File: src/hdl/uefr_pkg.sv
// Shared types and constants for the UART event frame receiver.
// No dependencies; used by every module of the block.
package uefr_pkg;

  // Frame header and event codes
  localparam logic [7:0] SOF_BYTE       = 8'hAA;
  localparam logic [7:0] SENDER_BYTE    = 8'h57;
  localparam logic [7:0] EV_CONNECTION  = 8'hB3;
  localparam logic [7:0] EV_HID         = 8'hB4;
  localparam logic [7:0] EV_QUERY       = 8'hA2;
  localparam logic [7:0] EV_BATTERY     = 8'hB5;
  localparam logic [7:0] CMD_READ_REG   = 8'h25;
  localparam logic [7:0] REG_BATTERY    = 8'h05;
  localparam logic [7:0] NO_REGISTER    = 8'hFF;
  localparam logic [7:0] BATT_REPORT_OK = 8'h01;
  localparam logic [7:0] QUERY_STATUS_OK = 8'h00;

  // Connection sub-codes
  localparam logic [7:0] CONN_UP       = 8'h20;
  localparam logic [7:0] CONN_PAIR_A   = 8'h21;
  localparam logic [7:0] CONN_PAIR_B   = 8'h22;
  localparam logic [7:0] CONN_DOWN     = 8'h23;

  localparam int unsigned HEAD_DEPTH      = 6;
  localparam int unsigned MAX_PAYLOAD_DEF = 64;

  // Frame queue between parser and state update
  localparam int unsigned QDEPTH = 2;
  localparam int unsigned QPTR_W = $clog2(QDEPTH);
  localparam int unsigned QCNT_W = $clog2(QDEPTH + 1);

  // Battery scale 2.29: floor(raw * 229 / 100) == (raw * BATT_MULT) >> BATT_SHIFT
  // for every 16-bit raw value.
  localparam int unsigned RAW_W       = 16;
  localparam int unsigned BATT_SHIFT  = 24;
  localparam int unsigned BATT_MULT_W = 26;
  localparam logic [BATT_MULT_W-1:0] BATT_MULT = 26'd38419825;
  localparam int unsigned BATT_PROD_W = RAW_W + BATT_MULT_W;

  typedef enum logic [1:0] {
    LINK_DOWN    = 2'd0,
    LINK_PAIRING = 2'd1,
    LINK_UP      = 2'd2
  } link_e;

  // One completed frame, classified by the parser
  typedef struct packed {
    logic               ok;
    logic [7:0]         ev_code;
    logic [7:0]         seq;
    logic               ack;       // connection event: also loads host
    logic [7:0]         host;
    logic               link_we;
    link_e              link;
    logic               caps_we;
    logic               caps;
    logic               batt_we;
    logic [RAW_W-1:0]   batt_raw;
  } frame_rec_t;

endpackage

File: src/hdl/uefr_front.sv
// Byte parser: header, length check, payload capture, checksum and event
// classification. Depends on uefr_pkg.
module uefr_front #(
  parameter int unsigned MaxPayload = uefr_pkg::MAX_PAYLOAD_DEF
) (
  input  logic                   clk_i,
  input  logic                   rst_ni,
  input  logic                   in_valid_i,
  output logic                   in_ready_o,
  input  logic                   kind_i,
  input  logic [7:0]             byte_value_i,
  output logic                   push_valid_o,
  input  logic                   push_ready_i,
  output uefr_pkg::frame_rec_t   rec_o
);
  import uefr_pkg::*;

  localparam logic [2:0] PH_IDLE   = 3'd0;
  localparam logic [2:0] PH_SENDER = 3'd1;
  localparam logic [2:0] PH_LEN    = 3'd2;
  localparam logic [2:0] PH_NLEN   = 3'd3;
  localparam logic [2:0] PH_SEQ    = 3'd4;
  localparam logic [2:0] PH_DATA   = 3'd5;

  logic [2:0]  phase_q, phase_d;
  logic [7:0]  len_q, len_d;
  logic [7:0]  seq_q, seq_d;
  logic [15:0] sum_q, sum_d;
  logic [7:0]  prev_q, prev_d;
  logic [7:0]  count_q, count_d;
  logic [7:0]  pend_q, pend_d;
  logic [7:0]  head_q [HEAD_DEPTH];
  logic [7:0]  head_d [HEAD_DEPTH];
  logic [7:0]  dbyte [HEAD_DEPTH];

  logic        accept, byte_acc, data_ok, last_pos;
  logic        len_ok, sum_ok, good, clr_pend;
  frame_rec_t  rec;

  // Only a completing frame needs queue room; stall whenever the queue is full
  assign in_ready_o = push_ready_i;
  assign accept     = in_valid_i && in_ready_o;
  assign byte_acc   = accept && !kind_i;
  assign data_ok    = (phase_q == PH_DATA) && (count_q < len_q);
  assign last_pos   = data_ok && (8'(count_q + 8'd1) == len_q);

  assign push_valid_o = byte_acc && last_pos;
  assign rec_o        = rec;

  // Payload bytes at or past the checksum read as zero
  always_comb begin
    for (int i = 0; i < HEAD_DEPTH; i++) begin
      dbyte[i] = (len_q >= 8'(i + 3)) ? head_q[i] : 8'h00;
    end
  end

  assign len_ok = (len_q >= 8'd3) && (len_q <= 8'(MaxPayload));
  // Sum of data bytes equals the little-endian checksum {newest, previous}
  assign sum_ok = (16'(sum_q - {8'h00, prev_q})) == {byte_value_i, prev_q};
  assign good   = len_ok && sum_ok;

  always_comb begin
    rec         = '0;
    clr_pend    = 1'b0;
    rec.ok      = good;
    rec.ev_code = dbyte[0];
    rec.seq     = seq_q;
    if (good) begin
      unique case (dbyte[0])
        EV_CONNECTION: begin
          rec.ack  = 1'b1;
          rec.host = dbyte[3];
          unique case (dbyte[1])
            CONN_UP: begin
              rec.link_we = 1'b1;
              rec.link    = LINK_UP;
            end
            CONN_PAIR_A, CONN_PAIR_B: begin
              rec.link_we = 1'b1;
              rec.link    = LINK_PAIRING;
            end
            CONN_DOWN: begin
              rec.link_we = 1'b1;
              rec.link    = LINK_DOWN;
            end
            default: ;
          endcase
        end
        EV_HID: begin
          rec.caps_we = 1'b1;
          rec.caps    = |dbyte[1];
        end
        EV_QUERY: begin
          if (dbyte[3] == QUERY_STATUS_OK && dbyte[2] == CMD_READ_REG) begin
            clr_pend     = 1'b1;
            rec.batt_we  = (pend_q == REG_BATTERY);
            rec.batt_raw = {dbyte[5], dbyte[4]};
          end
        end
        EV_BATTERY: begin
          if (dbyte[1] == BATT_REPORT_OK) begin
            rec.batt_we  = 1'b1;
            rec.batt_raw = {dbyte[3], dbyte[2]};
          end
        end
        default: ;
      endcase
    end
  end

  always_comb begin
    phase_d = phase_q;
    len_d   = len_q;
    seq_d   = seq_q;
    sum_d   = sum_q;
    prev_d  = prev_q;
    count_d = count_q;
    pend_d  = pend_q;
    for (int i = 0; i < HEAD_DEPTH; i++) begin
      head_d[i] = head_q[i];
    end
    if (accept) begin
      if (kind_i) begin
        pend_d = byte_value_i;
      end else begin
        priority if (phase_q == PH_IDLE && byte_value_i == SOF_BYTE) begin
          phase_d = PH_SENDER;
        end else if (phase_q == PH_SENDER && byte_value_i == SENDER_BYTE) begin
          phase_d = PH_LEN;
        end else if (phase_q == PH_LEN) begin
          len_d   = byte_value_i;
          phase_d = PH_NLEN;
        end else if (phase_q == PH_NLEN) begin
          phase_d = (byte_value_i == ~len_q) ? PH_SEQ : PH_IDLE;
        end else if (phase_q == PH_SEQ) begin
          seq_d   = byte_value_i;
          sum_d   = '0;
          prev_d  = '0;
          count_d = '0;
          for (int i = 0; i < HEAD_DEPTH; i++) begin
            head_d[i] = '0;
          end
          phase_d = PH_DATA;
        end else if (data_ok) begin
          for (int i = 0; i < HEAD_DEPTH; i++) begin
            if (count_q == 8'(i)) head_d[i] = byte_value_i;
          end
          sum_d   = 16'(sum_q + {8'h00, byte_value_i});
          prev_d  = byte_value_i;
          count_d = 8'(count_q + 8'd1);
          if (last_pos) begin
            phase_d = PH_IDLE;
            len_d   = '0;
            seq_d   = '0;
            if (clr_pend) pend_d = NO_REGISTER;
          end
        end else begin
          // Drop the byte and hunt for the next start byte
          phase_d = PH_IDLE;
          len_d   = '0;
          seq_d   = '0;
        end
      end
    end
  end

  always_ff @(posedge clk_i or negedge rst_ni) begin
    if (!rst_ni) begin
      phase_q <= PH_IDLE;
      len_q   <= '0;
      seq_q   <= '0;
      sum_q   <= '0;
      prev_q  <= '0;
      count_q <= '0;
      pend_q  <= NO_REGISTER;
      head_q  <= '{default: '0};
    end else begin
      phase_q <= phase_d;
      len_q   <= len_d;
      seq_q   <= seq_d;
      sum_q   <= sum_d;
      prev_q  <= prev_d;
      count_q <= count_d;
      pend_q  <= pend_d;
      head_q  <= head_d;
    end
  end

endmodule

File: src/hdl/uefr_queue.sv
// Short queue of classified frames between parser and state update.
// Depends on uefr_pkg.
module uefr_queue (
  input  logic                 clk_i,
  input  logic                 rst_ni,
  input  logic                 push_valid_i,
  output logic                 push_ready_o,
  input  uefr_pkg::frame_rec_t rec_i,
  output logic                 pop_valid_o,
  input  logic                 pop_ready_i,
  output uefr_pkg::frame_rec_t rec_o
);
  import uefr_pkg::*;

  frame_rec_t        mem_q [QDEPTH];
  logic [QPTR_W-1:0] wr_ptr_q, rd_ptr_q;
  logic [QCNT_W-1:0] cnt_q;
  logic              push, pop;

  assign push_ready_o = (cnt_q != QCNT_W'(QDEPTH));
  assign pop_valid_o  = (cnt_q != '0);
  assign push         = push_valid_i && push_ready_o;
  assign pop          = pop_valid_o && pop_ready_i;
  assign rec_o        = mem_q[rd_ptr_q];

  function automatic logic [QPTR_W-1:0] ptr_inc(input logic [QPTR_W-1:0] p);
    return (p == QPTR_W'(QDEPTH - 1)) ? '0 : QPTR_W'(p + 1'b1);
  endfunction

  always_ff @(posedge clk_i) begin
    if (push) mem_q[wr_ptr_q] <= rec_i;
  end

  always_ff @(posedge clk_i or negedge rst_ni) begin
    if (!rst_ni) begin
      wr_ptr_q <= '0;
      rd_ptr_q <= '0;
      cnt_q    <= '0;
    end else begin
      if (push) wr_ptr_q <= ptr_inc(wr_ptr_q);
      if (pop)  rd_ptr_q <= ptr_inc(rd_ptr_q);
      if (push && !pop) begin
        cnt_q <= QCNT_W'(cnt_q + 1'b1);
      end else if (pop && !push) begin
        cnt_q <= QCNT_W'(cnt_q - 1'b1);
      end
    end
  end

endmodule

File: src/hdl/uefr_back.sv
// Link state update, battery scaling and registered result stage.
// Depends on uefr_pkg.
module uefr_back (
  input  logic                 clk_i,
  input  logic                 rst_ni,
  input  logic                 pop_valid_i,
  output logic                 pop_ready_o,
  input  uefr_pkg::frame_rec_t rec_i,
  output logic                 out_valid_o,
  input  logic                 out_ready_i,
  output logic                 frame_ok_o,
  output logic [7:0]           event_code_o,
  output logic [7:0]           sequence_res_o,
  output logic                 send_ack_o,
  output logic [1:0]           link_status_o,
  output logic [7:0]           host_index_o,
  output logic                 caps_lock_o,
  output logic [15:0]          battery_value_o
);
  import uefr_pkg::*;

  logic                   valid_q;
  logic                   ok_q, ack_q;
  logic [7:0]             ev_q, seq_q;
  link_e                  link_q;
  logic [7:0]             host_q;
  logic                   caps_q;
  logic [15:0]            volt_q, volt_d;
  logic [BATT_PROD_W-1:0] prod;
  logic                   take;

  assign pop_ready_o = !valid_q || out_ready_i;
  assign take        = pop_valid_i && pop_ready_o;

  assign prod = BATT_PROD_W'(rec_i.batt_raw) * BATT_PROD_W'(BATT_MULT);
  // Saturate the scaled value to 16 bits
  assign volt_d = (|prod[BATT_PROD_W-1:BATT_SHIFT+16]) ? 16'hFFFF
                                                       : prod[BATT_SHIFT+15:BATT_SHIFT];

  always_ff @(posedge clk_i or negedge rst_ni) begin
    if (!rst_ni) begin
      valid_q <= 1'b0;
      link_q  <= LINK_DOWN;
      host_q  <= '0;
      caps_q  <= 1'b0;
      volt_q  <= '0;
    end else begin
      if (take) begin
        valid_q <= 1'b1;
        if (rec_i.link_we) link_q <= rec_i.link;
        if (rec_i.ack)     host_q <= rec_i.host;
        if (rec_i.caps_we) caps_q <= rec_i.caps;
        if (rec_i.batt_we) volt_q <= volt_d;
      end else if (out_ready_i) begin
        valid_q <= 1'b0;
      end
    end
  end

  always_ff @(posedge clk_i) begin
    if (take) begin
      ok_q  <= rec_i.ok;
      ack_q <= rec_i.ack;
      ev_q  <= rec_i.ev_code;
      seq_q <= rec_i.seq;
    end
  end

  // State only moves when a new result loads, so it doubles as the result
  assign out_valid_o     = valid_q;
  assign frame_ok_o      = ok_q;
  assign send_ack_o      = ack_q;
  assign event_code_o    = ev_q;
  assign sequence_res_o  = seq_q;
  assign link_status_o   = link_q;
  assign host_index_o    = host_q;
  assign caps_lock_o     = caps_q;
  assign battery_value_o = volt_q;

endmodule

File: src/hdl/uart_event_frame_receiver.sv
// Top level of the UART event frame receiver: parser, frame queue and
// state update stage. Depends on uefr_pkg, uefr_front, uefr_queue, uefr_back.
//
//  channel | handshake              | payload
//  --------+------------------------+-------------------------------------------
//  in      | in_valid_i, in_ready_o | kind_i, byte_value_i
//  out     | out_valid_o, out_ready_i | frame_ok_o, event_code_o, sequence_res_o,
//          |                        | send_ack_o, link_status_o, host_index_o,
//          |                        | caps_lock_o, battery_value_o
//
// One item is taken per cycle while in_ready_o is high; the parser handles each byte
// in the cycle it arrives. After its last byte, the result of a frame passes through
// the frame queue and then the output register before it is shown.
// in_ready_o drops only while the two-entry frame queue is full, i.e. when two
// completed frames wait behind a result that the output side holds off.
// Reset clears all control and link state at once; no clearing pass.
module uart_event_frame_receiver #(
  parameter int unsigned MaxPayload = uefr_pkg::MAX_PAYLOAD_DEF
) (
  input  logic        clk_i,
  input  logic        rst_ni,
  input  logic        in_valid_i,
  output logic        in_ready_o,
  input  logic        kind_i,
  input  logic [7:0]  byte_value_i,
  output logic        out_valid_o,
  input  logic        out_ready_i,
  output logic        frame_ok_o,
  output logic [7:0]  event_code_o,
  output logic [7:0]  sequence_res_o,
  output logic        send_ack_o,
  output logic [1:0]  link_status_o,
  output logic [7:0]  host_index_o,
  output logic        caps_lock_o,
  output logic [15:0] battery_value_o
);
  import uefr_pkg::*;

  // Parser to queue
  logic       push_valid, push_ready;
  frame_rec_t push_rec;
  // Queue to state update
  logic       pop_valid, pop_ready;
  frame_rec_t pop_rec;

  // Parse bytes, track the pending register read and classify each frame
  uefr_front #(
    .MaxPayload(MaxPayload)
  ) u_front (
    .clk_i       (clk_i),
    .rst_ni      (rst_ni),
    .in_valid_i  (in_valid_i),
    .in_ready_o  (in_ready_o),
    .kind_i      (kind_i),
    .byte_value_i(byte_value_i),
    .push_valid_o(push_valid),
    .push_ready_i(push_ready),
    .rec_o       (push_rec)
  );

  // Hold classified frames so the parser keeps going while results wait
  uefr_queue u_queue (
    .clk_i       (clk_i),
    .rst_ni      (rst_ni),
    .push_valid_i(push_valid),
    .push_ready_o(push_ready),
    .rec_i       (push_rec),
    .pop_valid_o (pop_valid),
    .pop_ready_i (pop_ready),
    .rec_o       (pop_rec)
  );

  // Apply updates in frame order and present the result
  uefr_back u_back (
    .clk_i          (clk_i),
    .rst_ni         (rst_ni),
    .pop_valid_i    (pop_valid),
    .pop_ready_o    (pop_ready),
    .rec_i          (pop_rec),
    .out_valid_o    (out_valid_o),
    .out_ready_i    (out_ready_i),
    .frame_ok_o     (frame_ok_o),
    .event_code_o   (event_code_o),
    .sequence_res_o (sequence_res_o),
    .send_ack_o     (send_ack_o),
    .link_status_o  (link_status_o),
    .host_index_o   (host_index_o),
    .caps_lock_o    (caps_lock_o),
    .battery_value_o(battery_value_o)
  );

endmodule

File: config.mk
export PLATFORM = sky130hd
export DESIGN_NAME = uart_event_frame_receiver
export DESIGN_NICKNAME = d
export VERILOG_FILES = /design/src/hdl/uefr_pkg.sv /design/src/hdl/uefr_front.sv /design/src/hdl/uefr_queue.sv /design/src/hdl/uefr_back.sv /design/src/hdl/uart_event_frame_receiver.sv
export SDC_FILE = /design/constraint.sdc
export NUM_CORES = 1
export LEC_CHECK = 0
export ABC_AREA = 1
export BUFFER_PORTS_ARGS = -buffer_cell sky130_fd_sc_hd__buf_4
export CORE_MARGIN = 2
export CORE_UTILIZATION = 35
export DETAILED_ROUTE_END_ITERATION = 10
export SLEW_MARGIN = 30
export SYNTH_ARGS = -nofsm -noshare
export SYNTH_HDL_FRONTEND = slang
export SYNTH_HIERARCHICAL = 1
export SYNTH_SLANG_ARGS = --single-unit
File: constraint.sdc
create_clock -name clk_i -period 13.5 [get_ports clk_i]
set_clock_uncertainty 0.15 [all_clocks]
set_input_delay 1.35 -clock clk_i [delete_from_list [all_inputs] [get_ports clk_i]]
set_output_delay 1.35 -clock clk_i [all_outputs]
set_load 0.02 [all_outputs]
Word-level counts from Yosys, hierarchy flattened
Memory sizes are Yosys's and may differ from the RTL's. Index checks and enable logic that the tools add are counted.

Reduce and logical (&&, ||, !) cells: 53. Magnitude comparators: 8. $mul: 1. Equal/unequal tests: 37. Bitwise operators: 6. Multiplexer cells: 62. $add $sub $neg: 7.

Operator list (count): two-way mux 8 bit (31); two-way mux 48 bit (2); two-way mux 16 bit (3); AND reduction 8 bit (6); multiplier 16 x 26 -> 42 bit, second input constant (1); equality test 8 x 6 -> 1 bit, second input constant (5); equality test 8 bit, second input constant (5); two-way mux 17 bit (2); case mux 17 bit (2 select lines) (1); greater-or-equal comparator 8 x 3 -> 1 bit, second input constant (4); two-way mux 31 bit (1); nonzero test 2 bit (13); equality test 8 x 3 -> 1 bit, second input constant (3); two-way mux 3 bit (8); AND reduction 7 bit (3); adder 16 x 8 -> 16 bit (1); equality test 16 bit (1); equality test 8 x 1 -> 1 bit, second input constant (2); equality test 8 x 2 -> 1 bit, second input constant (2); equality test 8 bit (2); logical NOT 8 bit (2); subtractor 16 x 8 -> 16 bit (1); logical AND 1 bit (14); two-way mux 12 bit (1); 29 further kinds (60).

Output and inout bits: 47. Register bits: 157. Bits of input ports: 13. RAM bits: 96. Memories kept: 1. Logic and storage cells: 200.

Memory list: u_queue.mem_q (depth 2, width 48, rd ports 1, clocked after Yosys merged registers in 0, wr ports 1, line uefr_queue.sv:15) `frame_rec_t mem_q [QDEPTH];`.

Depth between registers and ports, before layout
Gate-level depths: netlist of run 1.

Depth in word-level cells: 16. Mapped depth: 35. Gate-level depth less buffers: 32.

Modules after synthesis
The synthesis of run 1 kept the hierarchy.

Modules (own cells, without submodules): uefr_back (instances 1, cells each 1074, area each 9044.9 um^2); uefr_front (instances 1, cells each 1013, area each 7161.9 um^2); uefr_queue (instances 1, cells each 280, area each 3717.3 um^2).

Worst setup path after synthesis of run 1
Ideal clock, no wire load.

Path type: reg-to-reg. Start: register u_queue.rd_ptr_q. End: register u_back.volt_q[2], in the netlist u_back/battery_value_o[2]. Cell stages (with the launch flop): 32. Path slack: 7.504 ns. Data arrival time: 5.733 ns. Clock period less this slack: 5.996 ns. Setup time: 0.113 ns. Data required time: 13.237 ns. Path through: dfrtp_1 > buf_2 > inv_2 > buf_2 > nand2_1 > nand2_1 > fa_1 > fa_1 > inv_1 > fa_1 > inv_1 > fa_1 > inv_1 > fa_1 > inv_1 > fa_1 > ha_1 > a21oi_1 > inv_1 > nand2_1 > nand3_1 > inv_1 > nand2_4 > nand2_4 > nand2_1 > nand2_2 > inv_2 > nor2_4 > buf_12 > nand3_2 > nand2_1 > inv_1.

RTL lines: start, declared (line uefr_queue.sv:16) `logic [QPTR_W-1:0] wr_ptr_q, rd_ptr_q;`; start signal, assigned (line uefr_queue.sv:41) `if (pop) rd_ptr_q <= ptr_inc(rd_ptr_q);`; end signal, assigned (line uefr_back.sv:53) `if (rec_i.batt_we) volt_q <= volt_d;`; end, declared (line uefr_back.sv:28) `logic [15:0] volt_q, volt_d;`.

==> flow_metrics.py, run 1 <==
metrics = {
    "sta": {
        "tightest_slew_ns": 0.920,
        "finalSetupViolCount": 0,
        "period_needed_ns": 6.93,
        "slew_headroom_pct": 38.4,
        "finalCritPeriodShare_pct": 51.3,
        "maxSlewViolCount": 0,
        "fin_ws_ns": 6.57,
        "hold_violations": 0,
        "rsz0062_at_grt": "no",
        "max_freq_mhz": 144,
        "tns_ns": 0,
    },
    "drt": {
        "antenna_left": 0,
        "vias": 15400,
        "drcViolationCount": 0,
        "wl_per_cell_um": 15.9,
        "totalWireLength_um": 51100,
        "viasPerCell": 4.80,
        "firstDrtPassIters": 6,
        "drt-initial-drc-count": 921,
    },
    "die": {
        "ios": 60,
        "core_um2": 56400,
        "die_area_um2": 58800,
        "num_rows": 87,
        "initial_core_util_pct": 35.3,
        "fp.dieW_um": 243,
        "die_height_um": 243,
    },
    "logic_synthesis": {
        "seq_area_frac_synth_pct": 34.7,
        "synth.distinct_cells": 57,
        "synth_edf_count": 114,
        "syn_area_per_cell_um2": 8.42,
        "synth_ff_type": "dfrtp_1",
        "syn_inst": 2367,
        "yosys_warnings": 6,
        "synth_fp_nets": 2693,
        "netlist_area_um2": 19900,
        "async_flop_share_pct": 54.9,
        "ys_ff_latch": 253,
    },
    "clock_tree": {
        "cts_max_level": 1,
        "cts_max_path_buffers": 3,
        "cts_root_buf": "clkbuf_16",
        "clk_pin_slew_ns": 0.06,
        "cts.sinks": 253,
        "cts_tree": "built",
        "cts_buffers": 28,
        "ctsHoldBuffers": 0,
        "post_cts_resized": 0,
        "cts_setup_buffers": 0,
        "insertion_delay_ns": 0.58,
    },
    "critical_path": {
        "slowest_delay_ns": 0.62,
        "critPathRequiredTime_ns": 13.78,
        "start_kind": "flop",
        "slowest_stage": "inv_2",
        "crit_arrival_ns": 7.22,
        "crit_family": "adder cells",
        "worst_path_most_repeated_cell": "inv_1",
        "critPathMaxFanout": 49,
        "end_kind": "flop",
        "path_buf_inv": 9,
        "timing_worst_setup_path_type": "reg -> reg",
    },
    "flow_run": {
        "max_cap_violations": 0,
    },
    "hold_path": {
        "hold_class": "reg -> reg",
    },
    "global_route": {
        "grt_max_degree": 83,
        "overflow": 0,
        "grt_util_met1_pct": 22.7,
        "antenna_found_initial": 0,
        "grt_pass1_vias": 15700,
        "groute.layer.met3.usage_pct": 1.45,
        "grt.total_usage_pct": 17.6,
        "grt_pass1_wl_um": 83400,
        "busiest_layer": "met2",
        "grt_use_met2_pct": 31.5,
    },
    "power_and_ir_drop": {
        "powerDensity_nw_per_um2": 74.7,
        "p_leak_nw": 10.9,
        "vdd_drop_max_v": 0.000101,
    },
    "placed_design": {
        "dp_cells": 3151,
        "placed_area_um2": 21100,
        "dpl_worst_slack_ns": 6.57,
        "globalplace.congestion": 0.969,
        "hpwl_um": 41300,
        "io_buffers": 59,
    },
    "final_layout": {
        "nets": 2751,
        "layout_commonest_cell": "nand2_1",
        "stdcell_count": 3203,
        "area_growth_pct": 11.0,
        "layout_common_cells": "633 x nand2_1, 435 x inv_1, 191 x ha_1",
        "antenna_cells": 0,
        "finalInstanceArea_um2": 22100,
        "nFillCells": 5800,
        "drive_gt1_share_pct": 9.77,
    },
    "run_status": {
        "status": "finished, final reports clean",
    },
}
worst reg2reg max path, delay by kind of cell (launching register included):
family                     cells  cell delay, ns
adders and majority gates      7            3.44
buffers and inverters          9            1.08
DFF                            1            0.39
and+or+nand+nor               11            1.51
AOI/OAI and AO/OA              1            0.17
synth_stat cells (5+ instances only):
library cell	instances	area [um2]
mux2_2	11	124
o21bai_1	9	67.6
nand2_2	12	75.1
inv_2	9	33.8
o31ai_1	5	37.5
a22o_1	8	70.1
fa_1	122	2440
clkbuf_1	6	22.5
nand3_2	16	160
o21ai_1	20	100
nand3_1	88	440
ha_1	191	2390
or2_2	20	125
nor2_1	168	631
nand2_4	5	56.3
nor2_4	5	56.3
nand4_1	24	150
dfrtp_1	131	3280
nor2_2	26	163
o22ai_1	8	50.1
nor3_1	21	105
dfstp_2	8	210
buf_6	5	56.3
edfxtp_1	114	3420
nor4_1	5	31.3
xnor2_1	13	114
o21a_1	5	37.5
nand2_1	633	2380
buf_2	19	95.1
buf_4	5	37.5
a21o_1	5	37.5
inv_1	435	1630
nand3b_1	6	45.0
o21ai_0	101	505
a21oi_1	64	320
xor2_1	18	158
stage by stage:
step	hold WS (ns)	utilization (%)	total power, mW
after global placement	0.311	37.5	0.864
final	0.316	39.2	1.65
after CTS	0.322	39.2	1.67
after detailed placement	0.312	37.5	0.865
after floorplan	0.292	-	0.841
after global routing	0.341	39.2	1.71
power by group:
part | switching [mW] | total (mW) | internal (mW)
logic | 0.0313 | 0.0421 | 0.0108
registers | 0.00184 | 0.807 | 0.806
clock network | 0.326 | 0.803 | 0.477
total | 0.359 | 1.65 | 1.29
flip-flops by register name, summed over array words and instances, names as in the netlist, 8 cells and up:
signal / flops
u_back/sequence_res_o: 8
u_back/host_index_o: 8
u_back/event_code_o: 8
u_front/seq_q: 8
u_front/pend_q: 8
u_front/sum_q: 16
u_back/battery_value_o: 16
u_front/head_q: 48
u_front/count_q: 8
u_queue/mem_q: 96
u_front/prev_q: 8
u_front/len_q: 8
area by class of cell:
class                   count  area, um2  share of cell area, %
clock inverters            21        248                   1.12
inverters                 447       1680                   7.59
flip-flops and latches    253       6910                   31.2
clock buffers              31        742                   3.35
well taps                 756        946                   4.28
repair buffers             65        492                   2.22
multi-input cells        1630      11100                   50.2
cells by family after synthesis:
| logic type | count (synthesis) | share of synthesized area [%] |
|---|---|---|
| adder cells (fa/ha/maj) | 313 | 24.3 |
| AO/OA/AOI/OAI | 232 | 6.48 |
| multiplexers | 11 | 0.622 |
| AND/OR/NAND/NOR | 1043 | 22.9 |
| flip-flops | 253 | 34.7 |
| buffers and inverters | 484 | 9.66 |
| XOR/XNOR | 31 | 1.36 |
worst paths after layout:
path                             startpoint  cells after the start                   endpoint  slack, ns
setup / recovery           u_queue/rd_ptr_q                     28  u_back/battery_value_o[1]       6.57
hold / removal             u_front/seq_q[1]                      0       u_queue/mem_q[0][32]       0.32
setup reg to reg           u_queue/rd_ptr_q                     28  u_back/battery_value_o[1]       6.57
hold reg to reg            u_front/seq_q[1]                      0       u_queue/mem_q[0][32]       0.32
max in group asynchronous            rst_ni                      2          u_front/prev_q[1]      11.17
min in group asynchronous            rst_ni                      1          u_front/sum_q[12]       0.71
routing by layer:
layer | wire (um) | part of all wire (%)
met3 | 1730 | 3.4
met1 | 22600 | 44
met2 | 25400 | 50
met4 | 1380 | 2.7
met5 | 0 | 0
No activity file was read; power rests on OpenSTA's default activity.
==> run 2, diff against run 1 <==
Settings changed: ABC_AREA 1 to 0.
Clock period 13.5 ns to 6.6 ns, I/O delays scaled along.
==> run 2 against run 1 <==
Sequential power increased by 100%. Register-to-register slack lost 6.5 ns. Via count down 17%. Power is 110% higher. Critical endpoint is now u_back/battery_value_o[0]. Routed wire length down 9.9%. Worst hold slack worse by 0.059 ns.
==> flow_metrics.py, run 2 <==
metrics = {
    "drt": {
        "vias": 12800,
        "antenna_left": 0,
        "drcViolationCount": 0,
        "firstDrtPassIters": 8,
        "totalWireLength_um": 46000,
        "wl_per_cell_um": 18.2,
        "viasPerCell": 5.07,
        "drt-initial-drc-count": 613,
    },
    "clock_tree": {
        "cts_buffers": 29,
        "cts_max_path_buffers": 3,
        "cts_max_level": 1,
        "cts_tree": "built",
        "cts_root_buf": "clkbuf_16",
        "cts.sinks": 253,
        "insertion_delay_ns": 0.59,
        "clk_pin_slew_ns": 0.07,
    },
    "die": {
        "fp.dieW_um": 236,
        "ios": 60,
        "die_height_um": 236,
        "num_rows": 84,
        "core_um2": 52800,
        "die_area_um2": 55500,
        "initial_core_util_pct": 35.6,
    },
    "logic_synthesis": {
        "synth_edf_count": 114,
        "ys_ff_latch": 253,
        "synthXorXnorAreaFrac_pct": 2.96,
        "seq_area_frac_synth_pct": 36.8,
        "synth_most_common_cell": "inv_1",
        "synth.distinct_cells": 86,
        "yosys-top-cells-area": "edfxtp_1 18%, dfrtp_1 17%, fa_1 13%",
        "synth_fp_nets": 2047,
        "post_synth_mux_area_share_pct": 7.28,
        "synth_compound_area_share_pct": 10.0,
        "syn_area_per_cell_um2": 10.9,
        "async_flop_share_pct": 54.9,
        "synthAdderAreaFrac_pct": 25.7,
        "netlist_area_um2": 18800,
        "yosys_warnings": 6,
        "ys_top_cells_by_count": "250 x inv_1, 191 x ha_1, 131 x dfrtp_1, 122 x fa_1, 118 x nand2_1",
        "yosys.area.top_type": "edfxtp_1",
        "synth-simple-area-share_pct": 10.4,
        "synth_ff_type": "dfrtp_1",
        "syn_inst": 1721,
        "synth_top_family_by_area": "adder cells",
        "yosys.area.top_type_share_pct": 18.2,
    },
    "sta": {
        "fin_ws_ns": 0.0187,
        "max_freq_mhz": 152,
        "rsz0062_at_grt": "yes",
        "maxSlewViolCount": 0,
        "period_needed_ns": 6.58,
        "finalCritPeriodShare_pct": 99.7,
        "finalSetupViolCount": 0,
        "fin_hold_ws_ns": 0.257,
        "tightest_slew_ns": 0.943,
        "tns_ns": 0,
        "slew_headroom_pct": 36.5,
        "hold_violations": 0,
    },
    "power_and_ir_drop": {
        "netSwitchingFraction_pct": 22.3,
        "p_leak_nw": 9.85,
        "pwr-share-seq_pct": 47.4,
        "clkPwrFrac_pct": 50.1,
        "p_sw_mw": 0.777,
        "powerDensity_nw_per_um2": 161,
        "p_int_mw": 2.71,
        "p_comb_share_pct": 2.4,
        "vdd_drop_max_v": 0.000189,
    },
    "final_layout": {
        "layout_commonest_cell": "inv_1",
        "finalInstanceArea_um2": 21600,
        "largest-register": "u_queue/mem_q",
        "largest_register_ffs": 96,
        "antenna_cells": 0,
        "area_growth_pct": 15.2,
        "top_regs": "u_queue/mem_q (96), u_front/head_q (48)",
        "drive_gt1_share_pct": 17.5,
        "layout_common_cells": "246 x inv_1, 181 x ha_1, 130 x dfrtp_1",
        "final_util_pct": 41.0,
        "nets": 2139,
    },
    "critical_path": {
        "critPathRequiredTime_ns": 6.91,
        "start_kind": "flop",
        "critPathMaxFanout": 8,
        "crit_arrival_ns": 6.90,
        "end_kind": "flop",
        "reg2reg_depth": 23,
        "timing_worst_setup_path_type": "reg -> reg",
    },
    "placed_design": {
        "globalplace.congestion": 0.888,
        "dpl_worst_slack_ns": -0.160,
        "hpwl_um": 34800,
        "io_buffers": 59,
        "placed_area_um2": 20200,
    },
    "hold_path": {
        "hold_class": "in -> reg",
        "hold_depth": 3,
    },
    "flow_run": {
        "max_cap_violations": 0,
    },
    "global_route": {
        "grt_max_degree": 82,
        "grt.total_usage_pct": 16.5,
        "overflow": 0,
        "grt_pass1_vias": 13200,
        "grt_pass1_wl_um": 73600,
        "antenna_found_initial": 0,
    },
    "run_status": {
        "status": "finished, final reports clean",
    },
}
[run 2: per-layer routing]
layer	track usage, %	vias to the layer above	part of all wire, %
met4	3.67	0	1.9
li1	-	6161	-
met2	29.3	234	50
met5	0	-	0
met3	1.99	57	3.5
met1	21.6	6344	44
[run 2: path summary, 6_finish.rpt]
path / start / end / slack [ns]
max in group asynchronous: rst_ni / u_back/host_index_o[1] / 4.38
max: u_queue/rd_ptr_q / u_back/battery_value_o[0] / 0.02
max reg2reg: u_queue/rd_ptr_q / u_back/battery_value_o[0] / 0.02
min in group asynchronous: rst_ni / u_back/battery_value_o[14] / 0.53
min reg2reg: u_front/seq_q[0] / u_queue/mem_q[1][31] / 0.34
min: out_ready_i / u_back/out_valid_o / 0.26
[run 2: timing repair]
| item | CTS | global route |
|---|---|---|
| resized for setup | 11 | 36 |
| hold buffers | 1 | 0 |
| setup endpoints to repair | 14 | 16 |
| setup buffers | 2 | 5 |
| pin swaps | 5 | 46 |
| hold endpoints to repair | 13 | 0 |
| gates cloned | 1 | 2 |
[run 2: area by class of cell]
type / instances / area (um2)
Fill cell: 5019 / 31100
Timing Repair Buffer: 124 / 988
Sequential cell: 253 / 6910
Clock inverter: 18 / 239
Tap cell: 688 / 861
Inverter: 250 / 938
Multi-Input combinational cell: 1155 / 10900
Clock buffer: 36 / 803
[run 2: cells by family after synthesis]
kind of cell             count (synthesis)
flip-flops                             253
AO/OA/AOI/OAI                          274
XOR/XNOR                                62
multiplexers                           125
buffers and inverters                  314
AND/OR/NAND/NOR                        380
adder cells (fa/ha/maj)                313
[run 2: metrics by stage]
step                      cells  total power [mW]
final                      2524              3.49
after global routing       2524              3.60
after CTS                  2517              3.53
after detailed placement   2459              1.77
after global placement     2459              1.77
after floorplan            1721              1.72
[run 2: critical path, cell delays in order, from the launching register on]
cell and delay, ns:
dfrtp_2 0.46, clkbuf_16 0.18, buf_4 0.13, mux2_4 0.33
fa_2 0.58, fa_1 0.45, fa_1 0.52, fa_1 0.56
inv_1 0.06, fa_1 0.41, inv_1 0.08, fa_2 0.47
ha_4 0.30, buf_4 0.11, nand3_2 0.10, nor3_2 0.16
o31ai_2 0.11, a211oi_2 0.35, nor2_2 0.11, a21oi_2 0.20
xnor2_2 0.13, buf_6 0.14, nand3_4 0.13, o22a_2 0.25
[run 2: power groups by stage]
stage	registers [mW]	clock network (mW)	logic, mW
after floorplan	1.68	0	0.0410
after global placement	1.68	0	0.0842
after detailed placement	1.68	0	0.0862
after CTS	1.65	1.79	0.0869
after global routing	1.65	1.85	0.0947
final	1.65	1.75	0.0853
